File: src/design/reduced_round_aes_cipher_core_defines.svh
// -----------------------------------------------------------------------------
// Reduced-round AES cipher core: assertion macros
// Shared assertion forms, clocked on clk and masked while rst_n is low.
// -----------------------------------------------------------------------------
`ifndef REDUCED_ROUND_AES_CIPHER_CORE_DEFINES_SVH
`define REDUCED_ROUND_AES_CIPHER_CORE_DEFINES_SVH

// Check cons in the same cycle as ante.
`define RRAC_ASSERT_NOW(label, ante, cons, msg) \
    label: assert property (@(posedge clk) disable iff (!rst_n) (ante) |-> (cons)) \
        else $error(msg);

// Check cons in the cycle after ante.
`define RRAC_ASSERT_NEXT(label, ante, cons, msg) \
    label: assert property (@(posedge clk) disable iff (!rst_n) (ante) |=> (cons)) \
        else $error(msg);

`endif

File: src/design/rrac_ram.sv
// -----------------------------------------------------------------------------
// Generic RAM
// One write port, one read port, read data registered.
// -----------------------------------------------------------------------------
module rrac_ram #(
    parameter int WIDTH = 64,
    parameter int DEPTH = 11,
    localparam int AW = (DEPTH > 1) ? $clog2(DEPTH) : 1
) (
    input  logic             clk,
    input  logic             we,
    input  logic [AW-1:0]    waddr,
    input  logic [WIDTH-1:0] wdata,
    input  logic [AW-1:0]    raddr,
    output logic [WIDTH-1:0] rdata
);

    logic [WIDTH-1:0] mem [DEPTH];

    always_ff @(posedge clk)
    begin
        if (we)
        begin
            mem[waddr] <= wdata;
        end
        rdata <= mem[raddr];
    end

endmodule

File: config.mk
export PLATFORM = sky130hd
export DESIGN_NAME = rrac_ram
export DESIGN_NICKNAME = d
export VERILOG_FILES = /design/src/design/reduced_round_aes_cipher_core_defines.svh /design/src/design/rrac_ram.sv
export SDC_FILE = /design/constraint.sdc
export NUM_CORES = 1
export LEC_CHECK = 0
export BUFFER_PORTS_ARGS = -buffer_cell sky130_fd_sc_hd__buf_2
export CAP_MARGIN = 20
export CORE_UTILIZATION = 55
export DETAILED_ROUTE_END_ITERATION = 10
export PLACE_DENSITY = 0.79
export SYNTH_ARGS = -nofsm -noshare
export SYNTH_HDL_FRONTEND = slang
export SYNTH_SLANG_ARGS = --single-unit
File: constraint.sdc
create_clock -name clk -period 5.67 [get_ports clk]
set_clock_uncertainty 0.15 [all_clocks]
set_input_delay 0 -clock clk [delete_from_list [all_inputs] [get_ports clk]]
set_output_delay 0 -clock clk [all_outputs]
set_load 0.05 [all_outputs]
==> impl_metrics.csv <==
group,metric,value,unit
outcome,status,"finished clean",
sta,slew_headroom,24.6,%
sta,setup_viol,0,
clocking,cts_max_level,3,
final_layout,fill_cells,3406,
die,rows,83,
final_layout,drive_gt1_share,26.3,%
synth,yosysSeqAreaShare,77.7,%
pwr,p_total,12.0,mW
sta,tightest_slew,1.13,ns
die,core_area,51500,um2
pwr,powerDensity,362,nW/um2
sta,grt_setup_unrepaired,"no",
global_route,grt_pass1_wl,88500,um
sta,hold_viol_final,0,
hold_path,hold_class,"in -> reg",
synth,synth_top_area_share,73.3,%
worst_setup_path,rrSetupSlack,4.20,ns
clocking,worst_skew_pair.late_latency,0.61,ns
synth,syn_inst,1520,
final_layout,regArea,22400,um2
clocking,cts_tree,"built",
synth,yosysWarnings,0,
sta,fin_crit,2.78,ns
clocking,clkTransAtPathRegs,0.06,ns
die,start_util,56.0,%
global_route,overflow,0,
global_route,antenna_found_initial,2,
final_layout,finalInstanceArea,33300,um2
route,wire_per_inst,23.6,um
die,dieArea,53400,um2
route,route.detailed.drc,0,
die,io-pin-count,138,
global_route,grt_start_max_net_pins,114,
worst_setup_path,worstRegToRegCells,3,
synth,synth_fp_nets,1594,
route,dr.pass1.iters,7,
placed_design,place_area,30100,um2
clocking,clock_path_buffers,3,
placed_design,hpwl,30600,um
pwr,peakVddDrop,0.214,mV
placed_design,port_buffers,137,
worst_setup_path,timing.rr.start,"mem[3][0]",
worst_setup_path,endpoint,"mem[7][6]",
final_layout,diodes,0,
synth,yosys.area.top_type,"edfxtp_1",
worst_setup_path,startpoint_type,"input pin",
global_route,grt_pass1_vias,15000,
synth,avgSynthCellArea,19.0,um2
placed_design,gp_congestion,0.749,
sta,finalSetupTns,0,ns
final_layout,multi_input_area,5970,um2
sta,drv_slew,0,
synth,syn-cell-area,28800,um2
synth,yosys_register_bits,768,
route,antenna_left,0,
worst_setup_path,end_kind,"flip-flop",
synth,yosys-top-cells-area,"edfxtp_1, mux2_2, dfxtp_1",
route,drt-initial-drc-count,1434,
sta,fin_crit_sh,48.9,%
clocking,cts.sinks,768,
die,die_w,231,um
sta,fin_hold_ws,0.0379,ns
worst_setup_path,cp_data_arrival_time,2.85,ns
worst_setup_path,critPathLaunch,"waddr[1]",
die,die_h,231,um
final_layout,syn2layout_area_growth,15.3,%
worst_setup_path,r2r_end,"rdata[0]",
final_layout,finalNetCount,1809,
route,vias,14700,
clocking,cts-root-buf,"clkbuf_16",
clocking,cts.repair.resized,0,
worst_setup_path,required,5.75,ns
route,vias_per_cell,5.95,
global_route,grt_use_total,22.1,%
sta,fmax,360,MHz
worst_setup_path,path_max_fanout,42,
clocking,cts_made_buffers,75,
pwr,leakage,11.3,nW
synth,ys_types,23,
worst_setup_path,crit_type,"in -> reg",
job,cap_violations,0,
route,drt_wl_total,58600,um
-- cell usage after synthesis --
master and instances:
buf_6 9, mux2_2 192, buf_8 3, nor3_1 3, buf_4 15, mux2i_1 128
nand3b_1 2, nor2_1 8, nor2_2 1, o22ai_1 64, dfxtp_1 64, clkbuf_1 39
o31ai_1 64, nand2b_1 67, edfxtp_1 704, buf_12 1, nand2_1 2, or3b_2 1
nor2b_1 1, o211ai_1 64, buf_2 23, buf_1 1, a22o_1 64
-- report_power, final --
part	internal [mW]	switching (mW)	total, mW
clock network	2.84	2.03	4.87
logic	0.258	0.519	0.776
registers	6.33	0.0507	6.38
total	9.43	2.60	12.0
-- flip-flops by register name (all words and copies together), names as in the netlist --
signal and count:
rdata 64, mem 704
-- cell usage in the layout (no fill, tap or decap), types with 2 or more instances in the layout --
cell type,count
clkbuf_1,24
clkbuf_8,8
o211ai_1,64
nand3b_1,2
o22ai_1,64
clkinv_2,5
nand2b_1,66
inv_6,6
dfxtp_1,64
nor3_2,3
o31ai_1,64
clkinv_1,9
mux2i_1,128
bufinv_16,6
dlygate4sd3_1,69
mux2_2,192
buf_4,24
clkinvlp_4,3
buf_2,134
clkinv_8,2
a22o_1,64
clkbuf_16,75
edfxtp_1,704
nor2_4,9
-- cell type report --
| cell class | count | share of cell area (%) |
|---|---|---|
| Tap cell | 680 | 2.56 |
| Clock inverter | 31 | 1.04 |
| Sequential cell | 768 | 67.4 |
| Multi-Input combinational cell | 661 | 18.0 |
| Clock buffer | 107 | 6.25 |
| Timing Repair Buffer | 229 | 4.76 |
-- per-stage QoR --
step | util (%) | instances | setup WS (ns)
after detailed placement | 58.5 | 2268 | 2.94
after global routing | 64.6 | 2476 | 2.79
final | 64.6 | 2476 | 2.89
after CTS | 64.5 | 2475 | 2.88
after floorplan | - | 1520 | 0.0901
after global placement | 58.5 | 2268 | 2.97
-- per-layer routing --
| layer | GRT usage (%) | share of wire [%] |
|---|---|---|
| met5 | 0 | 0.044 |
| met4 | 7.55 | 2.3 |
| met3 | 3.30 | 6.2 |
| met2 | 36.1 | 49 |
| met1 | 30.5 | 42 |
-- worst max-delay path: stages --
cell and delay [ns]:
dlygate4sd3_1 0.52, buf_2 0.17, nand2_1 0.12, dlygate4sd3_1 0.62, nor2_4 0.66, buf_4 0.71
-- worst min-delay path by stage --
| stage | from | end | slack, ns | depth (start not counted) |
|---|---|---|---|---|
| after floorplan | wdata[0] | mem[0][0] | -0.05 | 0 |
| after global placement | wdata[52] | mem[4][52] | 0.15 | 1 |
| after detailed placement | wdata[49] | mem[9][49] | 0.16 | 1 |
| after CTS | waddr[3] | mem[2][55] | 0.009 | 3 |
| after global routing | waddr[2] | mem[2][53] | 0.06 | 3 |
| final | waddr[3] | mem[2][43] | 0.04 | 3 |
-- cells by family after synthesis --
group / Yosys count / synth area share (%)
compound gates: 256 / 6.66
buf+inv: 91 / 1.89
flops: 768 / 77.7
mux: 320 / 11.9
simple gates: 85 / 1.76
-- what timing repair did --
action,CTS,global route
hold buffers,69,0
buffers inserted,0,0
endpoints found under the hold margin,771,0
Note: power is estimated with default switching activity, not from simulation.
